`src/sv/fvw_pkg.sv`:
```
`timescale 1ns / 1ps
// ----------------------------------------------------------------------------
// fvw_pkg
// Shared types and constants of the force vector to wheel setpoint mixer:
// item layouts, status codes, register indexes, and controller commands.
// ----------------------------------------------------------------------------
package fvw_pkg;

  // Default generics of the mixer.
  localparam int FRACTION_BITS_DEF = 14;
  localparam int SETPOINT_BITS_DEF = 16;

  // Fixed field widths.
  localparam int FORCE_W    = 16;
  localparam int OUT_W      = 16;
  localparam int SCALE_W    = 14;
  localparam int CFG_INDEX_W = 1;
  localparam int CFG_DATA_W  = 14;

  // Configuration register indexes.
  localparam logic [CFG_INDEX_W-1:0] REG_MOTION_ENABLE  = 1'd0;
  localparam logic [CFG_INDEX_W-1:0] REG_SETPOINT_SCALE = 1'd1;

  // Register values after reset.
  localparam logic [SCALE_W-1:0] SCALE_RESET = 14'd100;

  typedef enum logic [1:0] {
    STATUS_OK       = 2'd0,
    STATUS_DISABLED = 2'd1,
    STATUS_RANGE    = 2'd2
  } status_t;

  typedef struct packed {
    logic signed [FORCE_W-1:0] force_x;
    logic signed [FORCE_W-1:0] force_y;
  } force_item_t;

  typedef struct packed {
    logic signed [OUT_W-1:0] left_setpoint;
    logic signed [OUT_W-1:0] right_setpoint;
    logic                    left_write;
    logic                    right_write;
    status_t                 status;
  } setpoint_item_t;

  // Operations issued to the shared multiplier.
  typedef enum logic [3:0] {
    MUL_NONE,
    MUL_XX,
    MUL_YY,
    MUL_RL,
    MUL_RR,
    MUL_LHH,
    MUL_LHL,
    MUL_LLL,
    MUL_RHH,
    MUL_RHL,
    MUL_RLL
  } mul_op_t;

  typedef enum logic [3:0] {
    ST_IDLE,
    ST_SQX,
    ST_SQY,
    ST_NUM,
    ST_SCL,
    ST_SCR,
    ST_LHH,
    ST_LHL,
    ST_LLL,
    ST_RHH,
    ST_RHL,
    ST_RLL,
    ST_DRAIN,
    ST_SEARCH,
    ST_FINISH
  } state_t;

  // Controller to datapath.
  typedef struct packed {
    logic    accept;
    mul_op_t mul_op;
    logic    search_init;
    logic    search_step;
    logic    load_out;
  } cmd_t;

  // Datapath to controller.
  typedef struct packed {
    logic err;
  } stat_t;

endpackage

```
`src/sv/fvw_stream_if.sv`:
```
`timescale 1ns / 1ps
// ----------------------------------------------------------------------------
// fvw_stream_if
// Valid/ready channel carrying one item of a given payload type.
// ----------------------------------------------------------------------------
interface fvw_stream_if #(
  parameter type payload_t = logic
);
  logic     valid;
  logic     ready;
  payload_t data;

  modport source (output valid, output data, input ready);
  modport sink   (input valid, input data, output ready);
endinterface

```
`src/sv/fvw_ctrl.sv`:
```
`timescale 1ns / 1ps
// ----------------------------------------------------------------------------
// fvw_ctrl
// Sequencer of the mixer: steps the shared multiplier through squares,
// scaling and squared partial products, then runs the bit search; an error status skips both.
// ----------------------------------------------------------------------------
module fvw_ctrl #(
  parameter int SETPOINT_BITS = fvw_pkg::SETPOINT_BITS_DEF
) (
  input  logic          clk,
  input  logic          rst,
  input  logic          in_valid,
  output logic          in_ready,
  output logic          out_valid,
  input  logic          out_ready,
  output fvw_pkg::cmd_t cmd,
  input  fvw_pkg::stat_t stat
);
  import fvw_pkg::*;

  localparam int CNT_W = $clog2(SETPOINT_BITS - 1);
  localparam logic [CNT_W-1:0] LAST_STEP = CNT_W'(SETPOINT_BITS - 2);

  state_t           state, state_next;
  logic [CNT_W-1:0] step_cnt, step_cnt_next;
  logic             out_valid_next;
  logic             accept;
  logic             slot_free;

  assign in_ready  = (state == ST_IDLE);
  assign accept    = in_valid && in_ready;
  assign slot_free = !out_valid || out_ready;

  // Next state.
  always_comb begin
    state_next = state;
    case (state)
      ST_IDLE:   if (accept) state_next = ST_SQX;
      ST_SQX:    state_next = stat.err ? ST_FINISH : ST_SQY;
      ST_SQY:    state_next = ST_NUM;
      ST_NUM:    state_next = ST_SCL;
      ST_SCL:    state_next = ST_SCR;
      ST_SCR:    state_next = ST_LHH;
      ST_LHH:    state_next = ST_LHL;
      ST_LHL:    state_next = ST_LLL;
      ST_LLL:    state_next = ST_RHH;
      ST_RHH:    state_next = ST_RHL;
      ST_RHL:    state_next = ST_RLL;
      ST_RLL:    state_next = ST_DRAIN;
      ST_DRAIN:  state_next = ST_SEARCH;
      ST_SEARCH: if (step_cnt == LAST_STEP) state_next = ST_FINISH;
      ST_FINISH: if (slot_free) state_next = ST_IDLE;
      default:   state_next = ST_IDLE;
    endcase
  end

  // Commands to the datapath.
  always_comb begin
    cmd = '{accept: 1'b0, mul_op: MUL_NONE, search_init: 1'b0,
            search_step: 1'b0, load_out: 1'b0};
    case (state)
      ST_IDLE:   cmd.accept = accept;
      ST_SQX:    cmd.mul_op = stat.err ? MUL_NONE : MUL_XX;
      ST_SQY:    cmd.mul_op = MUL_YY;
      ST_SCL: begin
        cmd.mul_op      = MUL_RL;
        cmd.search_init = 1'b1;
      end
      ST_SCR:    cmd.mul_op = MUL_RR;
      ST_LHH:    cmd.mul_op = MUL_LHH;
      ST_LHL:    cmd.mul_op = MUL_LHL;
      ST_LLL:    cmd.mul_op = MUL_LLL;
      ST_RHH:    cmd.mul_op = MUL_RHH;
      ST_RHL:    cmd.mul_op = MUL_RHL;
      ST_RLL:    cmd.mul_op = MUL_RLL;
      ST_SEARCH: cmd.search_step = 1'b1;
      ST_FINISH: cmd.load_out = slot_free;
      default:   cmd.mul_op = MUL_NONE;
    endcase
  end

  // Search step counter and output valid flag.
  always_comb begin
    step_cnt_next = (state == ST_SEARCH) ? step_cnt + 1'b1 : '0;
    if (cmd.load_out) begin
      out_valid_next = 1'b1;
    end else if (out_ready) begin
      out_valid_next = 1'b0;
    end else begin
      out_valid_next = out_valid;
    end
  end

  always_ff @(posedge clk) begin
    if (rst) begin
      state     <= ST_IDLE;
      step_cnt  <= '0;
      out_valid <= 1'b0;
    end else begin
      state     <= state_next;
      step_cnt  <= step_cnt_next;
      out_valid <= out_valid_next;
    end
  end

endmodule

```
`src/sv/fvw_datapath.sv`:
```
`timescale 1ns / 1ps
// ----------------------------------------------------------------------------
// fvw_datapath
// Input latch, configuration registers, shared multiplier, squared-scale
// accumulators, two bit-search lanes, held setpoints and output register.
// ----------------------------------------------------------------------------
module fvw_datapath #(
  parameter int FRACTION_BITS = fvw_pkg::FRACTION_BITS_DEF,
  parameter int SETPOINT_BITS = fvw_pkg::SETPOINT_BITS_DEF
) (
  input  logic                               clk,
  input  logic                               rst,
  input  fvw_pkg::cmd_t                      cmd,
  output fvw_pkg::stat_t                     stat,
  input  fvw_pkg::force_item_t               in_item,
  output fvw_pkg::setpoint_item_t            out_item,
  input  logic                               cfg_write,
  input  logic [fvw_pkg::CFG_INDEX_W-1:0]    cfg_index,
  input  logic [fvw_pkg::CFG_DATA_W-1:0]     cfg_data
);
  import fvw_pkg::*;

  localparam int F    = FRACTION_BITS;
  localparam int SB   = SETPOINT_BITS;
  localparam int MW   = F + 1;          // component magnitude
  localparam int SQW  = 2 * F + 1;      // square of a component
  localparam int SW   = 2 * F + 2;      // X^2 + Y^2
  localparam int NW   = 2 * F + 3;      // signed numerator
  localparam int AW   = 2 * F + 2;      // multiplier operand a
  localparam int HW   = F + 8;          // half of a scaled numerator
  localparam int BW   = HW;             // multiplier operand b
  localparam int RW   = 2 * HW;         // scaled numerator |N| * scale
  localparam int PRW  = AW + BW;        // product
  localparam int QW   = 2 * RW;         // squared scaled numerator
  localparam int RSW  = QW - 2 * F;
  localparam int PW   = 2 * SB + 2 * F;
  localparam int CW   = (PW > RSW) ? PW : RSW;
  localparam int KW   = SB - 1;
  localparam int EW   = (SB > OUT_W) ? SB : OUT_W;
  localparam logic [31:0] UNIT = 32'd1 << F;

  // Configuration.
  logic               motion_enable;
  logic [SCALE_W-1:0] setpoint_scale;

  // Latched input and derived magnitudes.
  logic signed [FORCE_W-1:0] x_q, y_q;
  logic [FORCE_W:0]          x_mag17, y_mag17;
  logic [MW-1:0]             x_mag, y_mag;
  status_t                   status_c;

  // Multiplier.
  logic [AW-1:0]  mul_a;
  logic [BW-1:0]  mul_b;
  logic [PRW-1:0] prod;
  mul_op_t        mul_op_q;

  // Captured intermediates.
  logic [SQW-1:0] x_sq;
  logic [SW-1:0]  s_q;
  logic           zero_q;
  logic [AW-1:0]  mag_q [2];
  logic           neg_q [2];
  logic [RW-1:0]  r_q   [2];
  logic [QW-1:0]  acc_q [2];

  logic [SQW-1:0] y_sq_c;
  logic [SW-1:0]  s_c;
  logic [NW-1:0]  xs_c, ys_c;
  logic [NW-1:0]  num_c [2];

  // Search lanes.
  logic [CW-1:0] p_q [2];
  logic [CW-1:0] u_q [2];
  logic [KW-1:0] k_q [2];
  logic [CW-1:0] v_q;
  logic [CW-1:0] rs_c  [2];
  logic [CW-1:0] sum_c [2];
  logic          fit_c [2];

  // Held setpoints and final values.
  logic [OUT_W-1:0] last_q [2];
  logic [OUT_W-1:0] sp_c   [2];
  logic [EW-1:0]    kx_c   [2];
  logic [EW-1:0]    sv_c   [2];

  // Configuration registers.
  always_ff @(posedge clk) begin
    if (rst) begin
      motion_enable  <= 1'b0;
      setpoint_scale <= SCALE_RESET;
    end else if (cfg_write) begin
      case (cfg_index)
        REG_MOTION_ENABLE:  motion_enable  <= cfg_data[0];
        REG_SETPOINT_SCALE: setpoint_scale <= cfg_data[SCALE_W-1:0];
        default:            motion_enable  <= motion_enable;
      endcase
    end
  end

  // Input latch.
  always_ff @(posedge clk) begin
    if (cmd.accept) begin
      x_q <= in_item.force_x;
      y_q <= in_item.force_y;
    end
  end

  // Component magnitudes and the status of the item.
  always_comb begin
    x_mag17 = x_q[FORCE_W-1] ? (17'd0 - {x_q[FORCE_W-1], x_q}) : {1'b0, x_q};
    y_mag17 = y_q[FORCE_W-1] ? (17'd0 - {y_q[FORCE_W-1], y_q}) : {1'b0, y_q};
    x_mag   = MW'(x_mag17);
    y_mag   = MW'(y_mag17);
    if (!motion_enable) begin
      status_c = STATUS_DISABLED;
    end else if ((32'(x_mag17) > UNIT) || (32'(y_mag17) > UNIT)) begin
      status_c = STATUS_RANGE;
    end else begin
      status_c = STATUS_OK;
    end
    stat.err = (status_c != STATUS_OK);
  end

  // Operand selection for the shared multiplier.
  always_comb begin
    mul_a = '0;
    mul_b = '0;
    case (cmd.mul_op)
      MUL_XX: begin
        mul_a = AW'(x_mag);
        mul_b = BW'(x_mag);
      end
      MUL_YY: begin
        mul_a = AW'(y_mag);
        mul_b = BW'(y_mag);
      end
      MUL_RL: begin
        mul_a = mag_q[0];
        mul_b = BW'(setpoint_scale);
      end
      MUL_RR: begin
        mul_a = mag_q[1];
        mul_b = BW'(setpoint_scale);
      end
      MUL_LHH: begin
        mul_a = AW'(r_q[0][RW-1:HW]);
        mul_b = r_q[0][RW-1:HW];
      end
      MUL_LHL: begin
        mul_a = AW'(r_q[0][RW-1:HW]);
        mul_b = r_q[0][HW-1:0];
      end
      MUL_LLL: begin
        mul_a = AW'(r_q[0][HW-1:0]);
        mul_b = r_q[0][HW-1:0];
      end
      MUL_RHH: begin
        mul_a = AW'(r_q[1][RW-1:HW]);
        mul_b = r_q[1][RW-1:HW];
      end
      MUL_RHL: begin
        mul_a = AW'(r_q[1][RW-1:HW]);
        mul_b = r_q[1][HW-1:0];
      end
      MUL_RLL: begin
        mul_a = AW'(r_q[1][HW-1:0]);
        mul_b = r_q[1][HW-1:0];
      end
      default: begin
        mul_a = '0;
        mul_b = '0;
      end
    endcase
  end

  always_ff @(posedge clk) begin
    prod <= mul_a * mul_b;
  end

  always_ff @(posedge clk) begin
    if (rst) begin
      mul_op_q <= MUL_NONE;
    end else begin
      mul_op_q <= cmd.mul_op;
    end
  end

  // Signed numerators X|X| - Y|Y| and X|X| + Y|Y| from the two squares.
  always_comb begin
    y_sq_c   = prod[SQW-1:0];
    s_c      = SW'(x_sq) + SW'(y_sq_c);
    xs_c     = x_q[FORCE_W-1] ? (NW'(0) - NW'(x_sq)) : NW'(x_sq);
    ys_c     = y_q[FORCE_W-1] ? (NW'(0) - NW'(y_sq_c)) : NW'(y_sq_c);
    num_c[0] = xs_c - ys_c;
    num_c[1] = xs_c + ys_c;
  end

  // Capture of each product in the cycle after it was issued.
  always_ff @(posedge clk) begin
    case (mul_op_q)
      MUL_XX: x_sq <= prod[SQW-1:0];
      MUL_YY: begin
        s_q    <= s_c;
        zero_q <= (s_c == '0);
        for (int i = 0; i < 2; i++) begin
          neg_q[i] <= num_c[i][NW-1];
          mag_q[i] <= num_c[i][NW-1] ? AW'(NW'(0) - num_c[i]) : AW'(num_c[i]);
        end
      end
      MUL_RL:  r_q[0]   <= prod[RW-1:0];
      MUL_RR:  r_q[1]   <= prod[RW-1:0];
      MUL_LHH: acc_q[0] <= QW'(prod) << RW;
      MUL_LHL: acc_q[0] <= acc_q[0] + (QW'(prod) << (HW + 1));
      MUL_LLL: acc_q[0] <= acc_q[0] + QW'(prod);
      MUL_RHH: acc_q[1] <= QW'(prod) << RW;
      MUL_RHL: acc_q[1] <= acc_q[1] + (QW'(prod) << (HW + 1));
      MUL_RLL: acc_q[1] <= acc_q[1] + QW'(prod);
      default: x_sq <= x_sq;
    endcase
  end

  // Candidate test of one search step: (k + 2^b)^2 * S against the
  // squared scaled numerator with the fraction bits dropped.
  always_comb begin
    for (int i = 0; i < 2; i++) begin
      rs_c[i]  = CW'(acc_q[i] >> (2 * F));
      sum_c[i] = p_q[i] + (u_q[i] << 1) + v_q;
      fit_c[i] = (sum_c[i] <= rs_c[i]);
    end
  end

  // Search lanes. p holds k^2*S, u holds k*S*2^b, v = S*4^b.
  always_ff @(posedge clk) begin
    if (cmd.search_init) begin
      v_q <= CW'(s_q) << (2 * (SB - 2));
      for (int i = 0; i < 2; i++) begin
        p_q[i] <= '0;
        u_q[i] <= '0;
        k_q[i] <= '0;
      end
    end else if (cmd.search_step) begin
      v_q <= v_q >> 2;
      for (int i = 0; i < 2; i++) begin
        if (fit_c[i]) begin
          p_q[i] <= sum_c[i];
          u_q[i] <= (u_q[i] + v_q) >> 1;
          k_q[i] <= {k_q[i][KW-2:0], 1'b1};
        end else begin
          u_q[i] <= u_q[i] >> 1;
          k_q[i] <= {k_q[i][KW-2:0], 1'b0};
        end
      end
    end
  end

  // Signed setpoints; a zero vector gives zero on both sides.
  always_comb begin
    for (int i = 0; i < 2; i++) begin
      kx_c[i] = EW'(k_q[i]);
      sv_c[i] = neg_q[i] ? (EW'(0) - kx_c[i]) : kx_c[i];
      sp_c[i] = zero_q ? '0 : sv_c[i][OUT_W-1:0];
    end
  end

  // Held setpoints.
  always_ff @(posedge clk) begin
    if (rst) begin
      last_q[0] <= '0;
      last_q[1] <= '0;
    end else if (cmd.load_out && (status_c == STATUS_OK)) begin
      last_q[0] <= sp_c[0];
      last_q[1] <= sp_c[1];
    end
  end

  // Output register.
  always_ff @(posedge clk) begin
    if (cmd.load_out) begin
      out_item.status <= status_c;
      if (status_c == STATUS_OK) begin
        out_item.left_setpoint  <= sp_c[0];
        out_item.right_setpoint <= sp_c[1];
        out_item.left_write     <= (sp_c[0] != last_q[0]);
        out_item.right_write    <= (sp_c[1] != last_q[1]);
      end else begin
        out_item.left_setpoint  <= last_q[0];
        out_item.right_setpoint <= last_q[1];
        out_item.left_write     <= 1'b0;
        out_item.right_write    <= 1'b0;
      end
    end
  end

endmodule

```
`src/sv/force_vector_to_wheel_setpoints_unit.sv`:
```
`timescale 1ns / 1ps
// ----------------------------------------------------------------------------
// force_vector_to_wheel_setpoints_unit
// Differential drive mixer: turns a force vector into wheel setpoints.
// ----------------------------------------------------------------------------
// Usage:
//   force_ch carries one item (force_x, force_y) per valid/ready handshake.
//   setpoint_ch returns exactly one item per input: both held setpoints,
//   a write flag per side that changed, and a status code.
//   cfg_write/cfg_index/cfg_data set motion_enable and setpoint_scale; write
//   them only while the block is idle.
//   A result passes the multiplier sequence of squares, scaling and squared
//   partial products, then the bit search of one result bit per cycle for
//   both wheels, then the load into the output register; an error status
//   skips straight to the load.
//   The block takes one item at a time; ready is high whenever no item is
//   in work, even while a finished result waits in the output register.
//   If the receiver stalls, the result is held steady and the block waits
//   with its next result until the output register is free.
//   Reset clears the handshake state, enable goes to 0, scale to 100, and
//   both held setpoints to 0.
// ----------------------------------------------------------------------------
module force_vector_to_wheel_setpoints_unit #(
  parameter int FRACTION_BITS = fvw_pkg::FRACTION_BITS_DEF,
  parameter int SETPOINT_BITS = fvw_pkg::SETPOINT_BITS_DEF
) (
  input  logic                            clk,
  input  logic                            rst,
  fvw_stream_if.sink                      force_ch,
  fvw_stream_if.source                    setpoint_ch,
  input  logic                            cfg_write,
  input  logic [fvw_pkg::CFG_INDEX_W-1:0] cfg_index,
  input  logic [fvw_pkg::CFG_DATA_W-1:0]  cfg_data
);
  import fvw_pkg::*;

  cmd_t           cmd;
  stat_t          stat;
  logic           in_ready;
  logic           out_valid;
  setpoint_item_t out_item;

  assign force_ch.ready    = in_ready;
  assign setpoint_ch.valid = out_valid;
  assign setpoint_ch.data  = out_item;

  // Sequencer.
  fvw_ctrl #(
    .SETPOINT_BITS (SETPOINT_BITS)
  ) u_ctrl (
    .clk       (clk),
    .rst       (rst),
    .in_valid  (force_ch.valid),
    .in_ready  (in_ready),
    .out_valid (out_valid),
    .out_ready (setpoint_ch.ready),
    .cmd       (cmd),
    .stat      (stat)
  );

  // Arithmetic and storage.
  fvw_datapath #(
    .FRACTION_BITS (FRACTION_BITS),
    .SETPOINT_BITS (SETPOINT_BITS)
  ) u_datapath (
    .clk       (clk),
    .rst       (rst),
    .cmd       (cmd),
    .stat      (stat),
    .in_item   (force_ch.data),
    .out_item  (out_item),
    .cfg_write (cfg_write),
    .cfg_index (cfg_index),
    .cfg_data  (cfg_data)
  );

endmodule

```
`src/flat_wrapper.sv`:
```
// flat-port wrapper written by rule: the top's interface ports become plain ports
module force_vector_to_wheel_setpoints_unit_flat import fvw_pkg::*;
#(
  parameter int FRACTION_BITS = fvw_pkg::FRACTION_BITS_DEF,
  parameter int SETPOINT_BITS = fvw_pkg::SETPOINT_BITS_DEF
)
  (clk, rst, cfg_write, cfg_index, cfg_data, force_ch_valid, force_ch_data, force_ch_ready, setpoint_ch_valid, setpoint_ch_data, setpoint_ch_ready);
  fvw_stream_if force_ch_i ();
  fvw_stream_if setpoint_ch_i ();
  input  logic clk;
  input  logic rst;
  input  logic cfg_write;
  input  logic [fvw_pkg::CFG_INDEX_W-1:0] cfg_index;
  input  logic [fvw_pkg::CFG_DATA_W-1:0] cfg_data;
  input wire logic [$bits(force_ch_i.valid)-1:0] force_ch_valid;
  input wire logic [$bits(force_ch_i.data)-1:0] force_ch_data;
  output wire logic [$bits(force_ch_i.ready)-1:0] force_ch_ready;
  output wire logic [$bits(setpoint_ch_i.valid)-1:0] setpoint_ch_valid;
  output wire logic [$bits(setpoint_ch_i.data)-1:0] setpoint_ch_data;
  input wire logic [$bits(setpoint_ch_i.ready)-1:0] setpoint_ch_ready;
  assign force_ch_i.valid = force_ch_valid;
  assign force_ch_i.data = force_ch_data;
  assign force_ch_ready = force_ch_i.ready;
  assign setpoint_ch_valid = setpoint_ch_i.valid;
  assign setpoint_ch_data = setpoint_ch_i.data;
  assign setpoint_ch_i.ready = setpoint_ch_ready;
  force_vector_to_wheel_setpoints_unit #(.FRACTION_BITS(FRACTION_BITS), .SETPOINT_BITS(SETPOINT_BITS)) u_core (.clk(clk), .rst(rst), .force_ch(force_ch_i), .setpoint_ch(setpoint_ch_i), .cfg_write(cfg_write), .cfg_index(cfg_index), .cfg_data(cfg_data));
endmodule
```
`config.mk`:
```
export PLATFORM = sky130hd
export DESIGN_NAME = force_vector_to_wheel_setpoints_unit_flat
export DESIGN_NICKNAME = d
export VERILOG_FILES = /design/src/sv/fvw_pkg.sv /design/src/sv/fvw_stream_if.sv /design/src/sv/fvw_ctrl.sv /design/src/sv/fvw_datapath.sv /design/src/sv/force_vector_to_wheel_setpoints_unit.sv /design/src/flat_wrapper.sv
export SDC_FILE = /design/constraint.sdc
export NUM_CORES = 1
export LEC_CHECK = 0
export ABC_AREA = 1
export BUFFER_PORTS_ARGS = -buffer_cell sky130_fd_sc_hd__buf_2
export CELL_PAD_IN_SITES_DETAIL_PLACEMENT = 0
export CELL_PAD_IN_SITES_GLOBAL_PLACEMENT = 1
export CORE_MARGIN = 2
export CORE_UTILIZATION = 33
export DETAILED_ROUTE_END_ITERATION = 12
export PLACE_DENSITY_LB_ADDON = 0.25
export SLEW_MARGIN = 0
export SYNTH_ARGS = -nofsm -noshare
export SYNTH_HDL_FRONTEND = slang
export SYNTH_SLANG_ARGS = --single-unit
export TNS_END_PERCENT = 20
```
`constraint.sdc`:
```
create_clock -name clk -period 1.55 [get_ports clk]
set_input_delay 0.2325 -clock clk [delete_from_list [all_inputs] [get_ports clk]]
set_output_delay 0.2325 -clock clk [all_outputs]
set_load 0.005 [all_outputs]
```
======== Yosys cells after proc, flatten, opt, wreduce, memory -nomap -nowiden ========
Cells that the tools add are included.
storage, ports and cells
  output and inout bits ................... 3
  flip-flop bits (word level) ............. 12
  input bits .............................. 21
operators by class
  equal/unequal tests ..................... 18
  mux-type cells .......................... 11
  magnitude comparators ................... 1
  bitwise gates (word level) .............. 2
  add/subtract/negate cells ............... 1
  reductions and logical operators ........ 9
operator list
  cell                                                            count
  one-hot mux 4 bit (15 select lines)                             1
  equality test 4 bit, second input constant                      8
  equality test 4 x 3 -> 1 bit, second input constant             4
  2-to-1 mux 4 bit                                                4
  greater-than comparator 1 x 15 -> 1 bit, second input constant  1
  equality test 4 x 2 -> 1 bit, second input constant             2
  adder 4 x 1 -> 4 bit, second input constant                     1
  equality test 4 x 1 -> 1 bit, second input constant             1
  logical NOT 4 bit                                               1
  2-to-1 mux 1 bit                                                4
  2-to-1 mux 2 bit                                                2
  inequality test 2 bit, second input constant                    2
  nonzero test 2 bit                                              2
  AND reduction 3 bit                                             1
  inequality test 2 x 1 -> 1 bit, second input constant           1
  inverter 1 bit                                                  2
  AND reduction 2 bit                                             1
  OR reduction 2 bit                                              1
  logical AND 1 bit                                               1
  logical NOT 1 bit                                               1
  logical OR 1 bit                                                1

======== Longest topological paths before layout ========
Gate-level depths: netlist of the first run.
  word-level depth ........................ 6
  gate-level depth with buffers ........... 8

======== Hierarchy ========
A second synthesis of the first run with hierarchy kept.
unflattened totals
  cell total of the unflattened synthesis .. 15,040
  area total of the unflattened synthesis .. 107,121.5 um^2
by module, submodules not included
  module                                seq. area each (um^2)  cells each  instances  area an instance (um^2)
  fvw_datapath                          25,444.4               14,936      1          106,463.4
  fvw_ctrl                              180.2                  103         1          654.4
  force_vector_to_wheel_setpoints_unit  0.0                    1           1          3.8

======== Worst setup path after synthesis of the first run ========
OpenSTA, ideal clock, no wires.
  kind .................................... reg-to-reg
  from .................................... register u_core.u_ctrl.state[1]
  to ...................................... register u_core.u_datapath.out_item[0] (netlist name)
  buffers on the path ..................... 0
  data arrival time ....................... 770 ps
  cell stages (with the launch flop) ...... 5
  setup slack ............................. 482 ps
  path through ............................ dfxtp_1 > inv_2 > nor2_4 > nand2_2 > nor2_1
between the ends
  word-level cells in the longest chain between the ends .. 2
ends and longest elaborated chain
  element                 RTL line         RTL
  start, declared         fvw_ctrl.sv:24   state_t state, state_next;
  start signal, assigned  fvw_ctrl.sv:100  state <= state_next;
  equality test 4 bit     fvw_ctrl.sv:61   case (state)
  2-to-1 mux 1 bit        fvw_ctrl.sv:61
Every way passes these cells.
A chain may end at the register's enable or synchronous reset.

======== Final worst setup path of the first run ========
  from .................................... register u_core.u_ctrl.state[2]
  to ...................................... output force_ch_ready
between the ends
  word-level cells in the longest chain between the ends .. 1
ends and longest elaborated chain
  element            RTL line            RTL
  logical NOT 4 bit  fvw_ctrl.sv:30      assign in_ready = (state == ST_IDLE);
  end, declared      flat_wrapper.sv:17  output wire logic [$bits(force_ch_i.ready)-1:0] force_ch_ready;
Every way passes these cells.

==> metrics.yaml, run 1 <==
yosys:
  synth_cells: 88
  ys_seq_area_share_pct: 38.1
  syn-num-nets: 111
  yosys.area.top_type_share_pct: 33.1
  syn_avg_cell_area_um2: 6.87
  yosysTopAreaCell: "dfxtp_1"
  synth_top_flop_cell: "dfxtp_1"
  synth_async_sr_flop_share_pct: 0
  synth_edf_count: 1
  syn_area_um2: 604
  ys_warn_count: 0
  ys_seq_elements: 11
  synth.area.top_cells: "dfxtp_1 33%, nand2_1 14%, nor2_1 7.5%, inv_1 6.2%, edfxtp_1 5.0%"
  synth.distinct_cells: 19
power:
  p_leak_uw: 0.000331
  pwr-share-seq_pct: 40.0
  ir_drop_mv: 0.560
  p_clk_share_pct: 19.0
  pwr-share-comb_pct: 41.1
  power_switching_uw: 427
  p_sw_share_pct: 42.0
  p_int_uw: 589
  power_density_nw_per_um2: 1440
global_routing:
  track_usage_pct: 12.4
  first_global_vias: 466
  antenna_found_initial: 0
  grt_max_degree: 7
  overflow: 0
  grt_pass1_wl_mm: 1.86
placement:
  port_buffers: 9
  place_inst: 122
  dpl.hpwl_um: 890
  gp_congestion: 0.859
  place_ws_ns: 0.352
detailed_routing:
  vias: 534
  vias_per_cell: 4.24
  wl_per_cell_um: 8.74
  drt_pass1_iterations: 2
  drt_iter0_markers: 8
  drtAntennaViolNets: 0
  drc_errors: 0
  routed_wl_mm: 1.10
floorplanning:
  die_w_um: 46.8
  num_rows: 15
  core_area_um2: 1730
  dieHeight_um: 46.8
  dieArea_um2: 2190
  start_util_pct: 35.0
  io-pin-count: 24
timing:
  setup_violations: 0
  finalSetupTns_ns: 0
  fmax_ghz: 0.782
  hold_ws_ns: 0.167
  finClkSkew_ns: 0.000339
  relSlewSlack_pct: 82.9
  slew_violations: 0
  layout_min_cycle_time_ns: 1.28
  post-route-period-util_pct: 82.5
  setup_slack_ns: 0.272
  tightest_slew_ns: 0.256
  hold_viol: 0
  rsz0062_at_grt: "false"
setup_path:
  cp_max_fo: 5
  arrival_ns: 1.05
  path_class: "reg -> out"
  critPathRequiredTime_ns: 1.32
  start_kind: "flop"
  end_kind: "output pin"
clock_tree:
  cts_sinks: 11
  clock-root-buffer: "clkbuf_4"
  clkTransAtPathRegs_ns: 0.07
  postCtsSetupBuffers: 0
  htree_levels: 1
  cts_tree: "done"
  cts_hold_buf: 0
  cts_buffers: 3
  cts_resized: 0
  clk-insertion-delay-late_ns: 0.26
  clockBufferDepth: 2
run:
  cap_violations: 0
layout:
  layout_common_cells: "22 x nand2_1, 12 x nor2_1, 10 x inv_1, 10 x dfxtp_1, 9 x buf_2"
  final_util_pct: 40.9
  mostFrequentLayoutCell: "nand2_1"
  fin_cells: 126
  nNetsFinal: 125
  n_antenna_cell: 0
  drive_gt1_share_pct: 25.7
  syn2layout_area_growth_pct: 17.0
run_status:
  status: "finished clean"
min_path:
  hold_class: "in -> reg"
logic make-up after synthesis:
logic type      share of synthesized area, %
buf+inv                                 8.08
compound gates                          9.11
flops                                   38.1
fa+ha+maj                               4.14
simple gates                            39.1
xor+xnor                                1.45
stage by stage:
stage               total power (µW)  area [µm²]
finish                          1020         707
CTS                             1020         707
detailed placement               827         681
floorplan                        723         604
global route                    1100         707
global placement                 835         681
final cells by class:
class                      count  area [µm²]
inverter                      13        48.8
fill                         199        1020
multi-input combinational     64         325
tap                           25        31.3
clock buffer                   4        26.3
sequential                    11         230
timing repair buffer           9        45.0
registers in the layout (all words and copies together) (netlist names):
register,flops
u_core.u_ctrl.state,4
u_core.u_ctrl.step_cnt,4
u_core.u_ctrl.out_valid,1
u_core.u_datapath.motion_enable,1
u_core.u_datapath.out_item,1
power by group through the flow:
| stage | Clock [µW] | Combinational [µW] | Sequential [µW] |
|---|---|---|---|
| 2_1_floorplan | 0 | 326 | 397 |
| 3_3_place_gp | 0 | 422 | 413 |
| 3_5_place_dp | 0 | 417 | 411 |
| 4_1_cts | 200 | 418 | 404 |
| 5_1_grt | 211 | 475 | 412 |
| 6_report | 193 | 417 | 406 |
worst paths after layout:
kind,startpoint,end,slack [ns],cells after the start
worst max register to register,u_core.u_ctrl.state[1],u_core.u_ctrl.state[1],0.33,7
worst min-delay path,rst,u_core.u_ctrl.state[1],0.17,2
worst min register to register,u_core.u_ctrl.step_cnt[0],u_core.u_ctrl.step_cnt[0],0.47,1
worst max-delay path,u_core.u_ctrl.state[2],force_ch_ready,0.27,4
cell usage after synthesis (2+ instances only):
cell and instances:
nand2_2 4, nand2_1 22, a21oi_1 5, nand3_1 5, dfxtp_1 10, nor2_2 3, ha_1 2, nor2_1 12
inv_2 3, nor2_4 2, o21ai_0 3, inv_1 10
per-layer routing:
metal | part of all wire [%] | vias up | routed length (µm) | GRT usage, %
met3 | 2.7 | 2 | 30 | 2.31
met1 | 55 | 223 | 602 | 17.7
met2 | 41 | 7 | 454 | 16.7
met5 | 0 | - | 0 | 0
met4 | 1.3 | 0 | 14 | 8.33
li1 | - | 302 | - | -
worst max-delay path: stages (launching register included):
cell	delay [ns]
dfxtp_1	0.35
inv_1	0.10
nand2_1	0.07
nor3_1	0.13
buf_2	0.14
Power figures use the tool's default switching activity.
==> inputs of run 2 (changes only) <==
--- a/config.mk
+++ b/config.mk
@@ -10,7 +10,7 @@
 export CELL_PAD_IN_SITES_DETAIL_PLACEMENT = 0
 export CELL_PAD_IN_SITES_GLOBAL_PLACEMENT = 1
 export CORE_MARGIN = 2
-export CORE_UTILIZATION = 33
+export CORE_UTILIZATION = 28
 export DETAILED_ROUTE_END_ITERATION = 12
 export PLACE_DENSITY_LB_ADDON = 0.25
 export SLEW_MARGIN = 0
==> constraint.sdc (replaced) <==
create_clock -name clk -period 1 [get_ports clk]
set_input_delay 0.15 -clock clk [delete_from_list [all_inputs] [get_ports clk]]
set_output_delay 0.15 -clock clk [all_outputs]
set_load 0.005 [all_outputs]
==> run 2 against run 1 <==
Compared with the run above:
- the flow now finishes with violations (negative setup slack)
- non-clock buffer count up 11
- hold slack worse by 0.085 ns
- first-iteration DRC count down 75%
- via count up 13%
- highest routed layer is now met3
==> metrics.yaml, run 2 (synthesized netlist as in run 1, its figures left out) <==
layout:
  largest_registers: "u_core.u_ctrl.state x4, u_core.u_ctrl.step_cnt x4"
  mostFrequentLayoutCell: "nand2_1"
  syn2layout_area_growth_pct: 46.6
  n_fill_cell: 228  # +15%
  layout_common_cells: "18 x nand2_1, 10 x buf_4, 9 x buf_2"
  drive_gt1_share_pct: 52.7  # +27 points
  fin_cells: 139  # +10%
  n_antenna_cell: 0  # unchanged
  nNetsFinal: 136  # +8.8%
global_routing:
  grt_pass1_wl_mm: 2.26  # +21%
  track_usage_pct: 12.0  # -0.40 points
  antenna_found_initial: 0  # unchanged
  grt_max_degree: 7  # unchanged
  first_global_vias: 550  # +18%
  overflow: 0  # unchanged
clock_tree:
  cts_buffers: 3  # unchanged
  clockBufferDepth: 2  # unchanged
  cts_hold_buf: 0  # unchanged
  clk-insertion-delay-late_ns: 0.27  # about the same
  cts_sinks: 11  # unchanged
  clkTransAtPathRegs_ns: 0.07  # about the same
  htree_levels: 1  # unchanged
  cts_tree: "done"
  clock-root-buffer: "clkbuf_4"
setup_path:
  end_kind: "output pin"
  path_class: "reg -> out"
  cp_max_fo: 3  # -2
  critPathRequiredTime_ns: 0.85  # -0.47 ns
  arrival_ns: 1.05  # about the same
  start_kind: "flop"
placement:
  place_inst: 132  # +8.2%
  dpl.hpwl_mm: 1.01  # +13%
  place_ws_ns: -0.150  # -0.502 ns
  port_buffers: 9  # unchanged
  gp_congestion: 0.787  # -8.4%
detailed_routing:
  vias_per_cell: 4.35  # +2.7%
  routed_wl_mm: 1.24  # +13%
  drt_iter0_markers: 2  # -6
  vias: 605  # +13%
  drc_errors: 0  # unchanged
  drtAntennaViolNets: 0  # unchanged
  drt_pass1_iterations: 2  # unchanged
  wl_per_cell_um: 8.94  # +2.3%
run_status:
  status: "complete, but fails checks"
  violations: "negative setup slack"
power:
  power_density_nw_per_um2: 2270  # +58%
  p_leak_uw: 0.000421  # +27%
  ir_drop_mv: 1.15  # +110%
timing:
  setup_violations: 6  # +6
  fmax_ghz: 0.831
  layout_min_cycle_time_ns: 1.20
  setup_slack_ns: -0.203  # -0.475 ns
  tightest_slew_ns: 0.161  # -0.0945 ns
  rsz0062_at_grt: "true"
  finClkSkew_ns: 0.00821  # +0.00787 ns
  hold_viol: 0  # unchanged
  slew_violations: 0  # unchanged
  post-route-period-util_pct: 120
  relSlewSlack_pct: 89.2  # +6.3 points
floorplanning:
  core_area_um2: 2000  # +16%
  start_util_pct: 30.2  # -4.8 points
  io-pin-count: 24  # unchanged
  die_w_um: 50.5  # +7.8%
  dieHeight_um: 50.5  # +7.8%
  dieArea_um2: 2550  # +16%
  num_rows: 16  # +1
min_path:
  hold_class: "in -> reg"
run:
  cap_violations: 0  # unchanged
-- run 2: cell types whose count changed in the layout (fill, tap and decap cells not counted), moves of 3 or more --
cell	change
inv_2	+3
dfxtp_4	+3
nor2_4	+3
buf_4	+10
dfxtp_2	+3
dfxtp_1	-6
inv_1	-4
nand2_1	-4
nor2_1	-4
-- run 2: worst paths after layout --
| path | startpoint | endpoint | slack [ns] | cells past startpoint |
|---|---|---|---|---|
| max | u_core.u_ctrl.state[3] | force_ch_ready | -0.20 | 5 |
| min reg2reg | u_core.u_ctrl.state[1] | u_core.u_ctrl.state[3] | 0.49 | 1 |
| min | rst | u_core.u_ctrl.state[2] | 0.08 | 2 |
| max reg2reg | u_core.u_ctrl.state[2] | u_core.u_ctrl.state[1] | -0.18 | 7 |
-- run 2: routing by layer --
layer	routed length, µm	up-vias	global-route usage, %
met5	0	-	0
met1	611	271	15.2
met4	0	0	2.70
met3	69	0	5.36
li1	-	322	-
met2	560	12	18.6
-- run 2: stage by stage --
step	hold slack [ns]	TNS, ns	power, µW	area [µm²]	util (%)
final	0.0819	-0.938	2010	886	44.3
after CTS	0.0772	-0.840	1930	853	42.6
after global placement	0.360	-0.553	1440	766	38.3
after global routing	0.0791	-1.48	2200	886	44.3
after floorplan	0.205	-0.0291	1140	627	-
after detailed placement	0.361	-0.546	1430	766	38.3
-- run 2: area by class of cell --
| cell class | instances | area (µm²) | area share, % |
|---|---|---|---|
| clock buffers | 4 | 26.3 | 2.97 |
| inverters | 13 | 51.3 | 5.79 |
| multi-input cells | 64 | 398 | 44.9 |
| flip-flops and latches | 11 | 245 | 27.7 |
| well taps | 27 | 33.8 | 3.81 |
| repair buffers | 20 | 131 | 14.8 |
-- run 2: repair_timing --
action / 4_1_cts / 5_1_grt
setup endpoints to repair: 7 / 10
resized for setup: 15 / 10
buffers inserted: 3 / 0
pin swaps: 2 / 2
-- run 2: power breakdown --
| group | leakage (µW) | total, µW | internal (µW) | switching (µW) |
|---|---|---|---|---|
| registers | 0.0000937 | 653 | 555 | 98.2 |
| logic | 0.000312 | 1050 | 475 | 579 |
| clock network | 0.0000150 | 300 | 154 | 146 |
| total | 0.000421 | 2010 | 1180 | 822 |
-- run 2: worst max-delay path, stage by stage, from the launching register on --
cell and delay [ns]:
dfxtp_2 0.33, inv_2 0.08, nand2_2 0.06, buf_6 0.11
nor3_2 0.08, buf_2 0.13
